==> config.mk <==
export PLATFORM = sky130hd
export DESIGN_NAME = dag_step_dependency_scheduler
export DESIGN_NICKNAME = d
export VERILOG_FILES = /design/src/rtl/dss_pkg.sv /design/src/rtl/dss_ctrl.sv /design/src/rtl/dss_datapath.sv /design/src/rtl/dag_step_dependency_scheduler.sv
export SDC_FILE = /design/constraint.sdc
export NUM_CORES = 1
export LEC_CHECK = 0
export BUFFER_PORTS_ARGS = -buffer_cell sky130_fd_sc_hd__clkbuf_2
export CORE_UTILIZATION = 38
export DETAILED_ROUTE_END_ITERATION = 8
export PLACE_DENSITY_LB_ADDON = 0.25
export REMOVE_ABC_BUFFERS = 1
export SYNTH_ARGS = -nofsm -noshare
export SYNTH_HDL_FRONTEND = slang
export SYNTH_SLANG_ARGS = --single-unit
==> constraint.sdc <==
create_clock -name clk -period 15.9 [get_ports clk]
set_input_delay 4.77 -clock clk [delete_from_list [all_inputs] [get_ports clk]]
set_output_delay 4.77 -clock clk [all_outputs]
set_load 0.01 [all_outputs]
==> src/rtl/dss_pkg.sv <==
// Shared types, codes and constants of the step dependency scheduler.
package dss_pkg;

  localparam int MAX_STEPS_DEF   = 16;
  localparam int MAX_DEPS_DEF    = 4;
  localparam int RESULT_CAP      = 16;
  localparam logic [1:0] MAX_RETRIES_RST = 2'd2;
  localparam logic [7:0] CNT_SAT = 8'hFF;

  localparam logic [2:0] CMD_CLEAR = 3'd0;
  localparam logic [2:0] CMD_ADD   = 3'd1;
  localparam logic [2:0] CMD_DEP   = 3'd2;
  localparam logic [2:0] CMD_SCAN  = 3'd3;
  localparam logic [2:0] CMD_DONE  = 3'd4;
  localparam logic [2:0] CMD_FAIL  = 3'd5;
  localparam logic [2:0] CMD_QUERY = 3'd6;

  localparam logic [2:0] ST_PENDING = 3'd0;
  localparam logic [2:0] ST_READY   = 3'd1;
  localparam logic [2:0] ST_DONE    = 3'd2;
  localparam logic [2:0] ST_FAILED  = 3'd3;
  localparam logic [2:0] ST_BLOCKED = 3'd4;

  localparam logic [1:0] ERR_OK       = 2'd0;
  localparam logic [1:0] ERR_FULL     = 2'd1;
  localparam logic [1:0] ERR_BAD_ID   = 2'd2;
  localparam logic [1:0] ERR_DEP_FULL = 2'd3;

  typedef struct packed {
    logic [2:0] cmd;
    logic [5:0] step_id;
    logic [5:0] dep_id;
    logic [4:0] max_ready;
  } in_t;

  typedef struct packed {
    logic [3:0] ready_step;
    logic [1:0] error_code;
    logic       found;
    logic       last;
    logic       complete;
    logic [4:0] steps_in_use;
    logic [7:0] done_total;
    logic [7:0] failed_total;
  } out_t;

  typedef enum logic [3:0] {
    S_IDLE, S_EXEC, S_EMIT, S_SC_STEP, S_SC_DEP, S_SC_DWT, S_SC_FIN,
    S_FW_STEP, S_FW_DEP, S_FW_DWT
  } state_t;

  typedef enum logic [1:0] {EM_SINGLE, EM_HELD_MID, EM_HELD_LAST, EM_NONE} emit_t;

  typedef struct packed {
    logic  load;
    logic  exec;
    logic  step_next;
    logic  dep_init;
    logic  dep_rd;
    logic  sc_chk;
    logic  fw_chk;
    logic  mark_ready;
    logic  emit;
    emit_t emit_kind;
  } ctl_cmd_t;

  typedef struct packed {
    logic       is_scan;
    logic       fail_final;
    logic       scan_end;
    logic       fw_end;
    logic       cur_pending;
    logic       deps_end;
    logic       deps_ok;
    logic       held_v;
    logic       out_room;
  } ctl_sts_t;

endpackage

==> src/rtl/dss_ctrl.sv <==
// Command sequencer of the step dependency scheduler.
module dss_ctrl (
  input  logic              clk,
  input  logic              rst_n,
  input  logic              in_valid,
  output logic              in_stall,
  input  dss_pkg::ctl_sts_t sts,
  output dss_pkg::ctl_cmd_t cmd
);
  import dss_pkg::*;

  state_t state_r, state_nxt;

  always_ff @(posedge clk) begin
    if (!rst_n) state_r <= S_IDLE;
    else state_r <= state_nxt;
  end

  always_comb begin
    state_nxt = state_r;
    unique case (state_r)
      S_IDLE:    if (in_valid) state_nxt = S_EXEC;
      S_EXEC: begin
        if (sts.is_scan) state_nxt = S_SC_STEP;
        else if (sts.fail_final) state_nxt = S_FW_STEP;
        else state_nxt = S_EMIT;
      end
      S_EMIT:    if (sts.out_room) state_nxt = S_IDLE;
      S_SC_STEP: begin
        if (sts.scan_end) state_nxt = S_SC_FIN;
        else if (sts.cur_pending) state_nxt = S_SC_DEP;
      end
      S_SC_DEP: begin
        if (!sts.deps_end) state_nxt = S_SC_DWT;
        else if (!sts.deps_ok || !sts.held_v || sts.out_room) state_nxt = S_SC_STEP;
      end
      S_SC_DWT:  state_nxt = S_SC_DEP;
      S_SC_FIN:  if (sts.out_room) state_nxt = S_IDLE;
      S_FW_STEP: state_nxt = sts.fw_end ? S_EMIT : S_FW_DEP;
      S_FW_DEP:  state_nxt = sts.deps_end ? S_FW_STEP : S_FW_DWT;
      S_FW_DWT:  state_nxt = S_FW_DEP;
      default:   state_nxt = S_IDLE;
    endcase
  end

  always_comb begin
    cmd = '0;
    cmd.emit_kind = EM_SINGLE;
    in_stall = 1'b1;
    unique case (state_r)
      S_IDLE: begin
        in_stall = 1'b0;
        cmd.load = in_valid;
      end
      S_EXEC: cmd.exec = 1'b1;
      S_EMIT: cmd.emit = sts.out_room;
      S_SC_STEP: begin
        if (!sts.scan_end) begin
          if (sts.cur_pending) cmd.dep_init = 1'b1;
          else cmd.step_next = 1'b1;
        end
      end
      S_SC_DEP: begin
        if (!sts.deps_end) begin
          cmd.dep_rd = 1'b1;
        end else if (!sts.deps_ok) begin
          cmd.step_next = 1'b1;
        end else if (!sts.held_v) begin
          cmd.mark_ready = 1'b1;
        end else if (sts.out_room) begin
          cmd.mark_ready = 1'b1;
          cmd.emit = 1'b1;
          cmd.emit_kind = EM_HELD_MID;
        end
      end
      S_SC_DWT: cmd.sc_chk = 1'b1;
      S_SC_FIN: begin
        cmd.emit = sts.out_room;
        cmd.emit_kind = sts.held_v ? EM_HELD_LAST : EM_NONE;
      end
      S_FW_STEP: if (!sts.fw_end) cmd.dep_init = 1'b1;
      S_FW_DEP: begin
        if (sts.deps_end) cmd.step_next = 1'b1;
        else cmd.dep_rd = 1'b1;
      end
      S_FW_DWT: cmd.fw_chk = 1'b1;
      default: ;
    endcase
  end

endmodule

==> src/rtl/dss_datapath.sv <==
// Step table, dependency memory, counters and result register of the scheduler.
module dss_datapath #(
  parameter int MAX_STEPS = dss_pkg::MAX_STEPS_DEF,
  parameter int MAX_DEPS  = dss_pkg::MAX_DEPS_DEF
) (
  input  logic              clk,
  input  logic              rst_n,
  input  dss_pkg::in_t      in_data,
  input  logic              cfg_we,
  input  logic [1:0]        cfg_wdata,
  input  logic              out_stall,
  output logic              out_valid,
  output dss_pkg::out_t     out_data,
  input  dss_pkg::ctl_cmd_t cmd,
  output dss_pkg::ctl_sts_t sts
);
  import dss_pkg::*;

  localparam int IW = (MAX_STEPS > 1) ? $clog2(MAX_STEPS) : 1;
  localparam int CW = $clog2(MAX_STEPS + 1);
  localparam int DW = $clog2(MAX_DEPS + 1);
  localparam int ND = MAX_STEPS * MAX_DEPS;
  localparam int AW = (ND > 1) ? $clog2(ND) : 1;
  localparam logic [AW-1:0] MD = AW'(MAX_DEPS);

  logic [2:0]    status_r [MAX_STEPS];
  logic [1:0]    retry_r  [MAX_STEPS];
  logic [DW-1:0] depcnt_r [MAX_STEPS];
  logic [5:0]    dep_mem  [ND];

  logic [1:0]    max_retries_r;
  logic [2:0]    cmd_r;
  logic [5:0]    sid_r, did_r;
  logic [4:0]    lim_r, n_r;
  logic [CW-1:0] total_r, active_r, idx_r;
  logic [DW-1:0] dix_r;
  logic [IW-1:0] held_r;
  logic          held_v_r, ok_r, out_valid_r;
  logic [7:0]    done_r, failed_r;
  logic [5:0]    dep_rd_r;
  logic [3:0]    res_rs_r;
  logic [1:0]    res_err_r;
  logic          res_found_r;
  out_t          out_r;

  logic [IW-1:0] ra, total_ix;
  logic [2:0]    rd_st;
  logic [DW-1:0] rd_dc;
  logic          bad, act_old, retry_ok, id_in, room;
  logic [AW-1:0] wr_addr, rd_addr;
  logic          dep_wr;

  assign ra = cmd.exec ? sid_r[IW-1:0] : (cmd.sc_chk ? dep_rd_r[IW-1:0] : idx_r[IW-1:0]);
  assign total_ix = total_r[IW-1:0];
  assign rd_st    = status_r[ra];
  assign rd_dc    = depcnt_r[ra];
  assign bad      = 7'(sid_r) >= 7'(total_r);
  assign act_old  = (rd_st == ST_PENDING) || (rd_st == ST_READY);
  assign retry_ok = retry_r[ra] < max_retries_r;
  assign id_in    = 7'(dep_rd_r) < 7'(total_r);
  assign room     = !out_valid_r || !out_stall;
  assign wr_addr  = AW'(ra) * MD + AW'(rd_dc);
  assign rd_addr  = AW'(ra) * MD + AW'(dix_r);
  assign dep_wr   = cmd.exec && (cmd_r == CMD_DEP) && !bad && (32'(rd_dc) < MAX_DEPS);

  always_comb begin
    sts.is_scan     = cmd_r == CMD_SCAN;
    sts.fail_final  = (cmd_r == CMD_FAIL) && !bad && !retry_ok;
    sts.scan_end    = (idx_r >= total_r) || (n_r >= lim_r);
    sts.fw_end      = idx_r >= total_r;
    sts.cur_pending = rd_st == ST_PENDING;
    sts.deps_end    = dix_r >= rd_dc;
    sts.deps_ok     = ok_r;
    sts.held_v      = held_v_r;
    sts.out_room    = room;
  end

  always_ff @(posedge clk) begin
    if (dep_wr) dep_mem[wr_addr] <= did_r;
    if (cmd.dep_rd) dep_rd_r <= dep_mem[rd_addr];
  end

  always_ff @(posedge clk) begin
    if (cmd.exec) begin
      unique case (cmd_r)
        CMD_ADD: if (32'(total_r) < MAX_STEPS) begin
          status_r[total_ix] <= ST_PENDING;
          retry_r[total_ix]  <= '0;
          depcnt_r[total_ix] <= '0;
        end
        CMD_DEP:  if (dep_wr) depcnt_r[ra] <= rd_dc + 1'b1;
        CMD_DONE: if (!bad) status_r[ra] <= ST_DONE;
        CMD_FAIL: if (!bad) begin
          if (retry_ok) begin
            retry_r[ra]  <= retry_r[ra] + 1'b1;
            status_r[ra] <= ST_PENDING;
          end else begin
            status_r[ra] <= ST_FAILED;
          end
        end
        default: ;
      endcase
    end else if (cmd.mark_ready) begin
      status_r[ra] <= ST_READY;
    end else if (cmd.fw_chk && (dep_rd_r == sid_r)) begin
      status_r[ra] <= ST_BLOCKED;
    end
  end

  always_ff @(posedge clk) begin
    if (cmd.load) begin
      cmd_r <= in_data.cmd;
      sid_r <= in_data.step_id;
      did_r <= in_data.dep_id;
      lim_r <= (32'(in_data.max_ready) > RESULT_CAP) ? 5'(RESULT_CAP) : in_data.max_ready;
    end
    if (cmd.exec) begin
      res_rs_r    <= '0;
      res_err_r   <= ERR_OK;
      res_found_r <= 1'b0;
      unique case (cmd_r)
        CMD_ADD: begin
          if (32'(total_r) >= MAX_STEPS) res_err_r <= ERR_FULL;
          else begin
            res_rs_r    <= 4'(total_r);
            res_found_r <= 1'b1;
          end
        end
        CMD_DEP: begin
          if (bad) res_err_r <= ERR_BAD_ID;
          else if (!dep_wr) res_err_r <= ERR_DEP_FULL;
        end
        CMD_DONE, CMD_FAIL: if (bad) res_err_r <= ERR_BAD_ID;
        default: ;
      endcase
      idx_r    <= '0;
      n_r      <= '0;
      held_v_r <= 1'b0;
    end
    if (cmd.step_next) idx_r <= idx_r + 1'b1;
    if (cmd.dep_init) begin
      dix_r <= '0;
      ok_r  <= 1'b1;
    end
    if (cmd.sc_chk) begin
      if (id_in && (rd_st != ST_DONE)) ok_r <= 1'b0;
      dix_r <= dix_r + 1'b1;
    end
    if (cmd.fw_chk) dix_r <= dix_r + 1'b1;
    if (cmd.mark_ready) begin
      held_r   <= idx_r[IW-1:0];
      held_v_r <= 1'b1;
      n_r      <= n_r + 1'b1;
      idx_r    <= idx_r + 1'b1;
    end
  end

  always_ff @(posedge clk) begin
    if (!rst_n) begin
      max_retries_r <= MAX_RETRIES_RST;
      total_r  <= '0;
      active_r <= '0;
      done_r   <= '0;
      failed_r <= '0;
    end else begin
      if (cfg_we) max_retries_r <= cfg_wdata;
      if (cmd.exec) begin
        unique case (cmd_r)
          CMD_CLEAR: begin
            total_r  <= '0;
            active_r <= '0;
            done_r   <= '0;
            failed_r <= '0;
          end
          CMD_ADD: if (32'(total_r) < MAX_STEPS) begin
            total_r  <= total_r + 1'b1;
            active_r <= active_r + 1'b1;
          end
          CMD_DONE: if (!bad) begin
            if (act_old) active_r <= active_r - 1'b1;
            if (done_r != CNT_SAT) done_r <= done_r + 1'b1;
          end
          CMD_FAIL: if (!bad) begin
            if (retry_ok) begin
              if (!act_old) active_r <= active_r + 1'b1;
            end else begin
              if (act_old) active_r <= active_r - 1'b1;
              if (failed_r != CNT_SAT) failed_r <= failed_r + 1'b1;
            end
          end
          default: ;
        endcase
      end else if (cmd.fw_chk && (dep_rd_r == sid_r) && act_old) begin
        active_r <= active_r - 1'b1;
      end
    end
  end

  always_ff @(posedge clk) begin
    if (!rst_n) out_valid_r <= 1'b0;
    else if (cmd.emit) out_valid_r <= 1'b1;
    else if (!out_stall) out_valid_r <= 1'b0;
  end

  always_ff @(posedge clk) begin
    if (cmd.emit) begin
      out_r.complete     <= active_r == '0;
      out_r.steps_in_use <= 5'(total_r);
      out_r.done_total   <= done_r;
      out_r.failed_total <= failed_r;
      out_r.error_code   <= ERR_OK;
      unique case (cmd.emit_kind)
        EM_SINGLE: begin
          out_r.ready_step <= res_rs_r;
          out_r.error_code <= res_err_r;
          out_r.found      <= res_found_r;
          out_r.last       <= 1'b1;
        end
        EM_HELD_MID: begin
          out_r.ready_step <= 4'(held_r);
          out_r.found      <= 1'b1;
          out_r.last       <= 1'b0;
        end
        EM_HELD_LAST: begin
          out_r.ready_step <= 4'(held_r);
          out_r.found      <= 1'b1;
          out_r.last       <= 1'b1;
        end
        default: begin
          out_r.ready_step <= '0;
          out_r.found      <= 1'b0;
          out_r.last       <= 1'b1;
        end
      endcase
    end
  end

  assign out_valid = out_valid_r;
  assign out_data  = out_r;

endmodule

==> src/rtl/dag_step_dependency_scheduler.sv <==
// Top level of the step dependency scheduler.
// One command item at a time: a plain command passes the EXEC and EMIT states; a
// ready scan visits SC_STEP for each step and SC_DEP and SC_DWT for each dependency
// of each pending step, and a final failure sweeps every step's dependency list
// through FW_STEP, FW_DEP and FW_DWT, reading each entry through the single read port of
// the dependency memory. Results leave through an output register, so a stalled
// result does not hold up the ready scan until the next result must be placed.
module dag_step_dependency_scheduler #(
  parameter int MAX_STEPS = dss_pkg::MAX_STEPS_DEF,
  parameter int MAX_DEPS  = dss_pkg::MAX_DEPS_DEF
) (
  input  logic          clk,
  input  logic          rst_n,
  input  logic          in_valid,
  output logic          in_stall,
  input  dss_pkg::in_t  in_data,
  output logic          out_valid,
  input  logic          out_stall,
  output dss_pkg::out_t out_data,
  input  logic          cfg_we,
  input  logic [1:0]    cfg_wdata
);
  import dss_pkg::*;

  ctl_cmd_t cmd;
  ctl_sts_t sts;

  dss_ctrl u_ctrl (
    .clk(clk), .rst_n(rst_n), .in_valid(in_valid), .in_stall(in_stall),
    .sts(sts), .cmd(cmd)
  );

  dss_datapath #(.MAX_STEPS(MAX_STEPS), .MAX_DEPS(MAX_DEPS)) u_dp (
    .clk(clk), .rst_n(rst_n), .in_data(in_data), .cfg_we(cfg_we),
    .cfg_wdata(cfg_wdata), .out_stall(out_stall), .out_valid(out_valid),
    .out_data(out_data), .cmd(cmd), .sts(sts)
  );

  a_busy_after_accept: assert property (@(posedge clk) disable iff (!rst_n)
    (in_valid && !in_stall) |=> in_stall) else $error("accepted item did not hold input");

  a_steps_bound: assert property (@(posedge clk) disable iff (!rst_n)
    out_valid |-> (32'(out_data.steps_in_use) <= MAX_STEPS))
    else $error("steps in use above table size");

  a_not_found_zero: assert property (@(posedge clk) disable iff (!rst_n)
    (out_valid && !out_data.found) |-> (out_data.ready_step == '0 && out_data.last))
    else $error("empty result carries an id or is not final");

  a_found_ok: assert property (@(posedge clk) disable iff (!rst_n)
    (out_valid && out_data.found) |-> (out_data.error_code == ERR_OK))
    else $error("reported step carries an error");

endmodule
==> After elaboration in Yosys (flattened, before gate mapping) <==
Memories as Yosys holds them, arrays and structs flattened. A register that Yosys moved wholly into a read port is not among the register bits.
Cells that the tools add are included.
{ "totals": {"memories": 4, "input_bits": 27, "out_inout_bits": 32, "ff_bits": 109, "ramBits": 512} }
{ "memory_table": {"columns": ["memory", "depth", "word_bits", "read_ports", "rd_clocked_by_memory_dff", "write_ports", "line", "rtl"], "rows": [
  ["u_dp.dep_mem", 64, 6, 1, 1, 1, "dss_datapath.sv:29", "logic [5:0] dep_mem [ND];"],
  ["u_dp.depcnt_r", 16, 3, 1, 0, 1, "dss_datapath.sv:28", "logic [DW-1:0] depcnt_r [MAX_STEPS];"],
  ["u_dp.status_r", 16, 3, 1, 0, 1, "dss_datapath.sv:26", "logic [2:0] status_r [MAX_STEPS];"],
  ["u_dp.retry_r", 16, 2, 1, 0, 1, "dss_datapath.sv:27", "logic [1:0] retry_r [MAX_STEPS];"]
]} }
{ "op_classes": {"addsub": 12, "order_cmp": 10, "n_eq_ne": 37, "reduce_logical": 44, "bitwise_logic": 5, "muxes": 119} }
{ "ops": {"columns": ["cell", "n"], "rows": [
  ["2-to-1 mux 4 bit", 17],
  ["2-to-1 mux 5 bit", 13],
  ["2-to-1 mux 1 bit", 56],
  ["2-to-1 mux 8 bit", 5],
  ["one-hot mux 4 bit (9 select lines)", 1],
  ["2-to-1 mux 3 bit", 11],
  ["one-hot mux 8 bit (2 select lines)", 2],
  ["adder 5 x 1 -> 5 bit, second input constant", 4],
  ["one-hot mux 5 bit (4 select lines)", 1],
  ["adder 8 x 1 -> 8 bit, second input constant", 2],
  ["equality test 4 x 3 -> 1 bit, second input constant", 4],
  ["inequality test 8 bit, second input constant", 2],
  ["adder 6 x 3 -> 6 bit", 2],
  ["inequality test 3 bit, second input constant", 4],
  ["one-hot mux 2 bit (3 select lines)", 2],
  ["OR reduction 2 bit", 6],
  [">= comparator 5 bit", 2],
  ["2-to-1 mux 2 bit", 5],
  ["inequality test 2 bit, second input constant", 5],
  ["one-hot mux 5 bit (2 select lines)", 1],
  ["nonzero test 2 bit", 5],
  ["equality test 4 x 2 -> 1 bit, second input constant", 2],
  ["equality test 4 bit, second input constant", 2],
  ["logical AND 1 bit", 8],
  ["other kinds (40)", 65]
]} }

==> Longest topological paths before layout <==
Gate-level depths: netlist of the first run.
An unclocked memory read counts as a cell.
{ "logic_depth": {"depth_word": 17, "depth_mapped": 22} }

==> Modules after synthesis <==
A second synthesis of the first run with hierarchy kept.
{ "unflattened": {"hier_cells": 1670, "hier_area_um2": 27013.4} }
{ "modules_own_cells": {"columns": ["mod", "cells_each", "area_each_um2", "instances"], "rows": [
  ["dss_datapath", 1596, 26510.4, 1],
  ["dss_ctrl", 74, 503.0, 1]
]} }

==> Worst setup path after synthesis of the first run <==
OpenSTA, ideal clock, no wires.
{ "synth_path": {"path_type": "input-to-reg", "start": "input port out_stall", "end": "register u_dp.out_r, in the netlist u_dp.out_data[0] (enable)", "arrival_ns": 6.228, "stages": 2, "setup_slack_ns": 9.255, "t_required_ns": 15.483, "cell_sequence": "and2_1 > nor2_1"} }
{ "synth_rtl": {"columns": ["item", "line", "rtl"], "rows": [
  ["from (decl)", "dag_step_dependency_scheduler.sv:18", "input logic out_stall,"],
  ["to (decl)", "dss_datapath.sv:44", "out_t out_r;"]
]} }

==> Worst setup path after layout of the first run <==
{ "layout_path": {"start": "register u_ctrl.state_r[0]", "end": "memory u_dp.status_r[1][0] (enable)"} }
{ "layout_between": {"elab_chain_len": 17} }
{ "layout_lines": {"columns": ["item", "line", "rtl"], "rows": [
  ["from (decl)", "dss_ctrl.sv:12", "state_t state_r, state_nxt;"],
  ["from (signal assigned)", "dss_ctrl.sv:16", "else state_r <= state_nxt;"],
  ["equality test 4 x 3 -> 1 bit", "dss_ctrl.sv:50", "unique case (state_r)"],
  ["2-to-1 mux 1 bit", "dss_ctrl.sv:50", null],
  ["2-to-1 mux 4 bit (2 in a row)", "dss_datapath.sv:53", "assign ra = cmd.exec ? sid_r[IW-1:0] : (cmd.sc_chk ? dep_rd_r[IW-1:0] : idx_r[IW-1:0]);"],
  ["memory (16 x 2 bit)", null, null],
  ["less-than comparator 2 bit", "dss_datapath.sv:59", "assign retry_ok = retry_r[ra] < max_retries_r;"],
  ["2-to-1 mux 1 bit", "dss_datapath.sv:94", "if (retry_ok) begin"],
  ["2-to-1 mux 1 bit", "dss_datapath.sv:93", "CMD_FAIL: if (!bad) begin"],
  ["2-to-1 mux 1 bit", "dss_datapath.sv:85", "unique case (cmd_r)"],
  ["2-to-1 mux 1 bit", "dss_datapath.sv:84", "if (cmd.exec) begin"],
  ["2-to-1 mux 1 bit (implied by the code)", "dss_datapath.sv:96", "status_r[ra] <= ST_PENDING;"],
  ["OR 1 bit (no line) (4 in a row)", null, null],
  ["OR reduction 3 bit (no line)", null, null],
  ["2-to-1 mux 4 bit (no line) / 2-to-1 mux 1 bit (equally long branches)", null, null],
  ["to (decl)", "dss_datapath.sv:26", null]
]} }
Parallel ways exist; a longest one is shown, timed or not.

==> out/qor.txt, run 1 <==
clock power share -> 38.4%
Req. time, crit path -> 16.13 ns
VDD IR max -> 0.0991 mV
final setup vio count -> 0
Total Power -> 3.92 mW
Int Pwr -> 2.90 mW
initial antenna violation count -> 0
final worst-path cycle share -> 41.9%
via count -> 14508
CTS resizes -> 0
Worst setup EP type -> flip-flop
hold_ws -> 0.473 ns
worst-path fanout max -> 44
Clock Skews -> 0.0237 ns
r2r worst-path depth -> 17
GRT Overall Usage -> 17.4%
worst hold path depth -> 0
layout net count -> 1747
HPWL Detailed -> 37800 µm
Seq cells post-synth -> 627
Hold EP -> u_dp.out_data[4]
uppermost layer routed -> met4
Pins Over Slew Limit -> 0
chip width -> 265 µm
Placed Area -> 27700 µm²
Post-Syn Area -> 26300 µm²
Switching Power -> 1.02 mW
sw frac -> 25.9%
ranking of synthesized cells by area -> edfxtp_1 67%, mux4_2 11%, dfxtp_1 2.7%, nor2_1 2.1%, ha_1 1.9%
met2 wire len -> 29800 µm
std cell rows -> 96
Setup WS pre-CTS -> 8.81 ns
CTS tree -> done
outcome -> finished clean
Clock Path Buffers -> 3
R2R setup slack -> 9.23 ns
DR pass1 iterations -> 5
layout cell share with drive strength beyond 1 -> 18.6%
final hold vios -> 0
LEAKAGE -> 9.66 nW
Post-Syn Instances -> 1604
syn_area_per_cell -> 16.4 µm²
commonest cells in the netlist -> 592 x edfxtp_1, 149 x nor2_1, 129 x nand2_1
Final TNS setup -> 0 ns
fmax -> 0.150 GHz
Seq/Total Area, Yosys -> 70.2%
Via density -> 5.45
Max-Cap Viols -> 0
hold wc startpoint -> u_dp.failed_r[4]
RSZ-0062 raised after global routing -> no
largest net degree at the start of global routing -> 100
die area -> 70400 µm²
area leader, netlist -> edfxtp_1
Comb pwr share -> 14.0%
critical path class -> reg -> reg
FF-to-FF Start -> u_ctrl.state_r[0]
cell area after layout -> 29800 µm²
final WL -> 60500 µm
first-pass GRT wire length -> 91400 µm
PwrDens -> 132 nW/µm²
# IOs -> 59
Avg WL per Cell -> 22.7 µm
GRT overflow -> 0
number of flops mapped to enable cells by yosys -> 592
Buffers on Ports -> 58
starting density of the core -> 38.4%
Reg2Reg Capture Point -> u_dp.status_r[1][0]
ANT nets after route -> 0
H-tree depth -> 3
DR iter-0 viols -> 1334
met3 WL -> 3990 µm
vias in the first global route -> 14474
CTS Buf Count -> 67
Die H -> 265 µm
most common flop cell mapped by yosys -> edfxtp_1
non-filler instance count after layout -> 2662
post-synth top area share -> 67.5%
CP arrival -> 6.90 ns
Post-Route M1 WL -> 24800 µm
CTS Sinks -> 627
Area Growth Syn to Fin -> 13.1%
Placer Congestion -> 0.861
post-CTS setup buffers -> 0
startpoint types -> flip-flop
async set-or-reset flop fraction in the synthesized netlist -> 0%
worst skew pair latency -> 0.61 ns
dpl cells -> 2543
Final Critical Period -> 6.67 ns
Sequential Power Share -> 47.6%
most frequent cell after synthesis -> edfxtp_1
post-layout util -> 43.4%
worst-margin pin slew -> 1.40 ns
CTS root buf -> clkbuf_16
worst relative slew slack -> 6.93%
Core Region -> 68600 µm²
class of the worst hold path -> reg -> reg
worst setup margin -> 9.23 ns
hold_buf cts -> 0
Reg clk slew, reported paths -> 0.06 ns
fill cell count -> 6021
DR DRC count -> 0
yosys warns -> 0
synth unique cells -> 73
-- power by group through the flow --
| stage | registers, mW | logic, mW | clock network (mW) |
|---|---|---|---|
| CTS | 1.87 | 0.551 | 1.54 |
| global placement | 1.90 | 0.543 | 0 |
| finish | 1.87 | 0.548 | 1.50 |
| global route | 1.87 | 0.591 | 1.60 |
| floorplan | 1.92 | 0.329 | 0 |
| detailed placement | 1.90 | 0.549 | 0 |
-- per-layer routing --
metal	global-route usage, %	vias to the layer above
li1	-	6469
met1	23.3	7415
met2	28.5	507
met3	3.18	117
met4	6.25	0
met5	0	-
-- state kept, by name, indices dropped and copies added, names as in the netlist, 8 cells and up --
name	flops
u_dp.out_data	30
u_dp.retry_r	32
u_dp.status_r	48
u_dp.failed_r	8
u_dp.done_r	8
u_dp.dep_mem	384
u_dp.depcnt_r	48
-- critical path: stages, from the launching register on --
cell	delay, ns
dfxtp_1	0.55
nor3b_2	0.81
mux2i_4	0.34
buf_4	0.45
inv_2	0.56
mux2i_1	0.24
o221ai_1	0.34
a21oi_1	0.13
nor3_1	0.71
inv_1	0.10
ha_1	0.30
o21ai_0	0.06
nor2b_1	0.15
inv_1	0.08
o2111ai_2	0.33
nand3_1	0.27
nand3_1	0.27
o21ai_0	0.55
-- placed cells by master (no fill, tap or decap), drive strengths merged, types with 15 or more instances in the layout --
master	n
clkbuf	139
inv	44
and3	22
xnor2	15
buf	20
mux2i	47
edfxtp	592
dfxtp	35
nand2	129
mux4	126
ha	39
nor2b	17
nand3	42
a21oi	26
nor2	149
o21ai	51
xor2	18
clkinv	22
nand4	18
-- cell type report --
| class | count | area [µm²] | area share (%) |
|---|---|---|---|
| Antenna cell | 1 | 2.50 | 0.00840 |
| Clock buffer | 81 | 1760 | 5.91 |
| Clock inverter | 37 | 333 | 1.12 |
| Inverter | 39 | 146 | 0.492 |
| Timing Repair Buffer | 78 | 453 | 1.52 |
| Sequential cell | 627 | 18500 | 62.1 |
| Tap cell | 931 | 1160 | 3.91 |
| Multi-Input combinational cell | 868 | 7440 | 25.0 |
-- cells by family (layout without fill, tap and decap cells) --
family,count (synthesis),after routing,synth area share [%]
flops,627,627,70.2
simple gates,433,433,7.50
mux,184,184,13.1
compound gates,179,179,4.58
buf+inv,109,235,1.67
fa+ha+maj,39,39,1.85
xor+xnor,33,33,1.10
other cells,0,1,0
-- how the worst max path moves through the flow --
stage,from,to,cells past startpoint
after floorplan,u_dp.dix_r[0],u_dp.out_data[0],10
after global placement,out_stall,u_dp.status_r[1][0],7
after detailed placement,out_stall,u_dp.status_r[1][0],7
after CTS,u_ctrl.state_r[0],u_dp.status_r[1][0],17
after global routing,u_ctrl.state_r[0],u_dp.out_data[26],18
final,u_ctrl.state_r[0],u_dp.status_r[1][0],17
Power figures use the tool's default switching activity.
==> run 2, diff against run 1 <==
==> constraint.sdc (replaced) <==
create_clock -name clk -period 6.8 [get_ports clk]
set_input_delay 2.04 -clock clk [delete_from_list [all_inputs] [get_ports clk]]
set_output_delay 2.04 -clock clk [all_outputs]
set_load 0.01 [all_outputs]
==> run 2 against run 1 <==
  * Non-clock buffer count up 6
  * Via count up 0.18%
  * Worst hold slack improved by 0.0040 ns
  * Critical endpoint is now u_dp.out_data[28]
  * Clock skew grew 0.012 ns
  * First-iteration DRC count decreased by 0.15%
  * Sequential power increased by 130%
  * Die area unchanged
==> out/qor.txt, run 2 (same netlist as run 1, synthesis figures left out) <==
post-CTS setup buffers -> 0 (unchanged)
Area Growth Syn to Fin -> 13.7%
final worst-path cycle share -> 81.0% (+39 points)
Crit path max-delay family -> compound AO/OA/AOI/OAI gates
Sequential Power Share -> 46.9% (-0.7 points)
# IOs -> 59 (unchanged)
ANT nets after route -> 0 (unchanged)
Slowest cell on crit path -> dfxtp_1
CTS tree -> done
Biggest register -> u_dp.dep_mem
worst setup margin -> 1.29 ns (-7.94 ns)
Clock Skews -> 0.0362 ns (+0.0124 ns)
top flop regs -> u_dp.dep_mem x384, u_dp.depcnt_r x48, u_dp.status_r x48
dpl cells -> 2549 (+0.24%)
startpoint types -> flip-flop
Clock Path Buffers -> 3 (unchanged)
final WL -> 61500 µm (+1.6%)
Die H -> 265 µm (unchanged)
Reg2Reg Capture Point -> u_dp.out_data[28]
DR iter-0 viols -> 1332 (-0.15%)
GRT overflow -> 0 (unchanged)
multi-input combinational cell area -> 7440 µm² (unchanged)
Core Region -> 68600 µm² (unchanged)
Placer Congestion -> 0.853 (-0.89%)
Max-Cap Viols -> 0 (unchanged)
crit path launch -> u_ctrl.state_r[0]
final hold vios -> 0 (unchanged)
most frequent cells in the layout -> 592 x edfxtp_1, 148 x nor2_1, 129 x nand2_1
crit-path most repeated cell -> buf_4
class of the worst hold path -> reg -> reg
CP Capture Point -> u_dp.out_data[28]
hold_buf cts -> 0 (unchanged)
Antenna Diode Count -> 0 (-1)
Int Pwr -> 6.84 mW (+140%)
CTS Buf Count -> 66 (-1.5%)
fmax -> 0.182 GHz (+21%)
critical path depth -> 19 (+2)
starting density of the core -> 38.4% (unchanged)
chip width -> 265 µm (unchanged)
clock power share -> 39.1% (+0.7 points)
Setup WS pre-CTS -> 1.35 ns (-7.45 ns)
DR DRC count -> 0 (unchanged)
die area -> 70400 µm² (unchanged)
LEAKAGE -> 9.75 nW (+0.87%)
worst-path fanout max -> 34 (-23%)
worst hold path depth -> 0 (unchanged)
Final TNS setup -> 0 ns (unchanged)
H-tree depth -> 3 (unchanged)
worst relative slew slack -> 21.0% (+14 points)
Worst setup EP type -> flip-flop
VDD IR max -> 0.195 mV (+97%)
largest net degree at the start of global routing -> 87 (-13%)
CTS Sinks -> 627 (unchanged)
critical path class -> reg -> reg
WP buf/inv -> 5 (+1)
final setup vio count -> 0 (unchanged)
cells along the critical path -> nor3b_2 > buf_4 > mux2i_4 > buf_4 > o21ai_1 > buf_4 > o221ai_1 > o22ai_1 > nor2_1 > ha_1 > nand2b_1 > a21oi_1 > inv_1 > o21ai_1 > o32ai_1 > ha_1 > inv_1 > a22oi_1 > nor2_1
Pins Over Slew Limit -> 0 (unchanged)
Placed Area -> 27700 µm² (+0.21%)
r2r worst-path depth -> 19 (+2)
CTS resizes -> 0 (unchanged)
vias in the first global route -> 14762 (+2.0%)
layout net count -> 1752 (+0.29%)
Req. time, crit path -> 7.15 ns (-8.98 ns)
PwrDens -> 311 nW/µm² (+140%)
post-layout util -> 43.6% (+0.23 points)
initial antenna violation count -> 0 (unchanged)
Final Critical Period -> 5.51 ns (-1.16 ns)
FF-to-FF Start -> u_ctrl.state_r[0]
most common library cell in the layout ignoring fill and taps -> edfxtp_1
Reg clk slew, reported paths -> 0.06 ns (about the same)
FF+latch area -> 18500 µm² (unchanged)
worst skew pair latency -> 0.63 ns (+0.02 ns)
RSZ-0062 raised after global routing -> no
HPWL Detailed -> 40000 µm (+5.6%)
Worst path max stage delay -> 0.57 ns (-0.24 ns)
cell area after layout -> 29900 µm² (+0.53%)
DR pass1 iterations -> 6 (+1)
max reg flops -> 384 (unchanged)
non-filler instance count after layout -> 2671 (+0.34%)
GRT Overall Usage -> 17.8% (+0.40 points)
Via density -> 5.44 (-0.16%)
first-pass GRT wire length -> 94800 µm (+3.8%)
layout cell share with drive strength beyond 1 -> 19.5% (+0.93 points)
outcome -> finished clean
worst-margin pin slew -> 1.19 ns (-0.211 ns)
std cell rows -> 96 (unchanged)
CP arrival -> 5.86 ns (-1.04 ns)
sw frac -> 26.5% (+0.56 points)
R2R setup slack -> 1.29 ns (-7.94 ns)
Buffers on Ports -> 58 (unchanged)
Switching Power -> 2.46 mW (+140%)
Avg WL per Cell -> 23.0 µm (+1.2%)
CTS root buf -> clkbuf_16
via count -> 14534 (+0.18%)
Comb pwr share -> 13.9% (about the same)
fill cell count -> 6013 (-0.13%)
[run 2: cell count changes in the layout (fill, tap and decap cells not counted)]
cell,change
clkinv_1,-6
buf_4,+5
inv_16,+4
clkinv_2,+3
clkinv_4,+3
clkbuf_1,-2
clkbuf_16,-2
clkinvlp_4,+2
buf_12,+1
bufinv_16,+1
clkbuf_8,+1
diode_2,-1
inv_6,-1
inv_8,+1
[run 2: stage by stage]
| stage | hold WS (ns) | power (mW) |
|---|---|---|
| finish | 0.477 | 9.31 |
| global route | 0.497 | 9.63 |
| global placement | 0.463 | 5.75 |
| detailed placement | 0.469 | 5.76 |
| floorplan | 0.432 | 5.25 |
| CTS | 0.484 | 9.40 |
[run 2: power by group through the flow]
stage / clock (mW) / sequential, mW / combinational (mW)
3_5_place_dp: 0 / 4.45 / 1.31
6_report: 3.64 / 4.37 / 1.30
2_1_floorplan: 0 / 4.48 / 0.769
3_3_place_gp: 0 / 4.45 / 1.30
4_1_cts: 3.72 / 4.37 / 1.31
5_1_grt: 3.85 / 4.37 / 1.40
[run 2: area by class of cell]
cell class                      instances  share of cell area [%]
Tap cell                              931                    3.89
Multi-Input combinational cell        868                    24.9
Clock inverter                         44                    1.60
Timing Repair Buffer                   84                    1.71
Clock buffer                           78                    5.73
Inverter                               39                   0.489
Sequential cell                       627                    61.7
[run 2: worst min path at each step]
| stage | from | end | slack, ns |
|---|---|---|---|
| after floorplan | u_dp.done_r[5] | u_dp.out_data[13] | 0.43 |
| after global placement | u_dp.done_r[5] | u_dp.out_data[13] | 0.46 |
| after detailed placement | u_dp.failed_r[4] | u_dp.out_data[4] | 0.47 |
| after CTS | u_dp.failed_r[4] | u_dp.out_data[4] | 0.48 |
| after global routing | u_dp.failed_r[4] | u_dp.out_data[4] | 0.50 |
| final | u_dp.failed_r[4] | u_dp.out_data[4] | 0.48 |
[run 2: routing by layer]
| layer | vias up | global-route usage, % | part of all wire (%) |
|---|---|---|---|
| li1 | 6488 | - | - |
| met1 | 7506 | 24.4 | 44 |
| met2 | 438 | 29.5 | 49 |
| met3 | 102 | 2.91 | 4.6 |
| met4 | 0 | 4.78 | 2.3 |
| met5 | - | 0 | 0 |
==> run 3, diff against run 2 <==
==> constraint.sdc (replaced) <==
create_clock -name clk -period 4.7 [get_ports clk]
set_input_delay 1.41 -clock clk [delete_from_list [all_inputs] [get_ports clk]]
set_output_delay 1.41 -clock clk [all_outputs]
set_load 0.01 [all_outputs]
==> run 3 against run 2 <==
  * Clock skew decreased by 0.010 ns
  * Cell area up 2.4%
  * Via count is 1.6% higher
  * Core utilization is 1.1 points higher
  * Count of clock-buffer cells in the layout stayed put
  * Sequential share of layout area is 1.5 points lower
  * Die area did not move
  * Global-route usage decreased by 0.12 points
  * Non-clock buffer count increased by 78
  * Critical endpoint is now u_dp.out_data[19]
==> out/qor.txt, run 3 (same netlist as run 1, synthesis figures left out) <==
fill cell count -> 5975 (-0.63%)
crit path launch -> u_dp.sid_r[1]
Reg clk slew, reported paths -> 0.06 ns (about the same)
final hold vios -> 0 (unchanged)
LEAKAGE -> 10.2 nW (+4.6%)
worst relative slew slack -> 12.0% (-9.0 points)
Clock Skews -> 0.0262 ns (-0.00996 ns)
CTS tree -> done
hold_ws -> 0.475 ns (-0.00232 ns)
Pins Over Slew Limit -> 0 (unchanged)
fmax -> 0.228 GHz (+26%)
H-tree depth -> 3 (unchanged)
outcome -> finished clean
final worst-path cycle share -> 93.3% (+12 points)
DR DRC count -> 0 (unchanged)
Placer Congestion -> 0.883 (+3.4%)
vias in the first global route -> 14877 (+0.78%)
largest net degree at the start of global routing -> 65 (-25%)
worst setup margin -> 0.313 ns (-0.978 ns)
crit-path most repeated cell -> buf_4
sw frac -> 26.1% (-0.34 points)
Int Pwr -> 10.1 mW (+47%)
VDD IR max -> 0.305 mV (+57%)
most common library cell in the layout ignoring fill and taps -> edfxtp_1
ANT nets after route -> 0 (unchanged)
hold_buf cts -> 0 (unchanged)
# IOs -> 59 (unchanged)
critical path class -> reg -> reg
worst-path fanout max -> 30 (-12%)
startpoint types -> flip-flop
starting density of the core -> 38.4% (unchanged)
CTS Sinks -> 627 (unchanged)
Worst path max stage delay -> 0.50 ns (-0.07 ns)
layout net count -> 1831 (+4.5%)
chip width -> 265 µm (unchanged)
RSZ-0062 raised after global routing -> no
layout cell share with drive strength beyond 1 -> 23.6% (+4.2 points)
Avg WL per Cell -> 22.3 µm (-2.9%)
FF-to-FF Start -> u_dp.sid_r[1]
Die H -> 265 µm (unchanged)
PwrDens -> 446 nW/µm² (+43%)
initial antenna violation count -> 0 (unchanged)
CTS root buf -> clkbuf_16
final setup vio count -> 0 (unchanged)
Area Growth Syn to Fin -> 16.4%
DR pass1 iterations -> 5 (-1)
HPWL Detailed -> 40400 µm (+1.2%)
first-pass GRT wire length -> 93200 µm (-1.6%)
Total Power -> 13.7 mW (+47%)
Sequential Power Share -> 46.2% (-0.7 points)
worst-margin pin slew -> 1.32 ns (+0.135 ns)
Clock Path Buffers -> 3 (unchanged)
GRT Overall Usage -> 17.7% (-0.12 points)
GRT overflow -> 0 (unchanged)
clock power share -> 39.3% (+0.2 points)
max reg flops -> 384 (unchanged)
std cell rows -> 96 (unchanged)
Slowest cell on crit path -> edfxtp_1
Final Critical Period -> 4.39 ns (-1.12 ns)
final WL -> 61500 µm (about the same)
class of the worst hold path -> reg -> reg
R2R setup slack -> 0.31 ns (-0.98 ns)
CTS Buf Count -> 67 (+1.5%)
CP Capture Point -> u_dp.out_data[19]
Req. time, crit path -> 5.01 ns (-2.14 ns)
via count -> 14760 (+1.6%)
cells along the critical path -> mux2_2 > mux2i_4 > buf_8 > buf_4 > nand2_1 > and3_1 > a31oi_2 > o22ai_1 > nor2_1 > ha_1 > nand2b_1 > a21oi_1 > inv_1 > o21ai_1 > buf_4 > nor3_1 > o21bai_1 > nor2_2 > buf_4
Switching Power -> 3.57 mW (+45%)
Biggest register -> u_dp.dep_mem
Comb pwr share -> 14.4% (+0.5 points)
Via density -> 5.37 (-1.4%)
Antenna Diode Count -> 0 (unchanged)
Buffers on Ports -> 58 (unchanged)
Reg2Reg Capture Point -> u_dp.out_data[19]
non-filler instance count after layout -> 2750 (+3.0%)
dpl cells -> 2625 (+3.0%)
Worst setup EP type -> flip-flop
Core Region -> 68600 µm² (unchanged)
Setup WS pre-CTS -> -0.0204 ns (-1.37 ns)
post-layout util -> 44.7% (+1.1 points)
DR iter-0 viols -> 1187 (-11%)
die area -> 70400 µm² (unchanged)
r2r worst-path depth -> 19 (unchanged)
most frequent cells in the layout -> 592 x edfxtp_1, 148 x nor2_1, 129 x nand2_1
top flop regs -> u_dp.dep_mem x384, u_dp.depcnt_r x48, u_dp.status_r x48
worst skew pair latency -> 0.61 ns (-0.02 ns)
CP arrival -> 4.69 ns (-1.17 ns)
Max-Cap Viols -> 0 (unchanged)
==> run 3: power groups by stage <==
stage / clock network [mW] / registers, mW / logic [mW]
2_1_floorplan: 0 / 6.48 / 1.11
3_3_place_gp: 0 / 6.44 / 1.95
3_5_place_dp: 0 / 6.44 / 1.96
4_1_cts: 5.48 / 6.32 / 1.97
5_1_grt: 5.69 / 6.33 / 2.11
6_report: 5.37 / 6.32 / 1.97
==> run 3: cell type report <==
| cell class | count | area [µm²] | share of cell area (%) |
|---|---|---|---|
| repair buffers | 162 | 1130 | 3.68 |
| clock inverters | 45 | 503 | 1.64 |
| inverters | 39 | 146 | 0.477 |
| multi-input cells | 868 | 7480 | 24.4 |
| flip-flops and latches | 627 | 18500 | 60.3 |
| well taps | 931 | 1160 | 3.80 |
| clock buffers | 78 | 1760 | 5.74 |
==> run 3: worst min path at each step <==
stage	start	to	slack, ns	depth (start not counted)
global placement	u_dp.failed_r[4]	u_dp.out_data[4]	0.46	0
floorplan	u_dp.done_r[5]	u_dp.out_data[13]	0.43	0
CTS	u_dp.failed_r[4]	u_dp.out_data[4]	0.48	0
finish	u_dp.failed_r[4]	u_dp.out_data[4]	0.47	0
global route	u_dp.done_r[5]	u_dp.out_data[13]	0.50	0
detailed placement	u_dp.done_r[5]	u_dp.out_data[13]	0.46	0
==> run 3: worst max-delay path, delay by kind of cell, from the launching register on <==
family / cells / cell delay (ns)
flops: 1 / 0.50
compound gates: 5 / 1.03
mux: 2 / 0.54
buf+inv: 5 / 1.05
simple gates: 6 / 0.67
fa+ha+maj: 1 / 0.25
==> run 3: through the flow <==
step                area (µm²)  TNS, ns
floorplan                26000  -537.96
global placement         28300        0
detailed placement       28300  -0.0538
CTS                      30600        0
global route             30700        0
finish                   30700        0
==> run 3: timing repair <==
item                                    4_1_cts  5_1_grt
endpoints found under the setup margin        4      104
gates resized for setup                       1       12
buffers inserted                              0        2
hold endpoints to repair                      0        0
==> run 3: routing by layer <==
metal | part of all wire, % | track usage (%)
met5 | 0 | 0
met4 | 2.8 | 5.58
met3 | 5.6 | 3.53
met2 | 48 | 28.7
met1 | 43 | 23.9
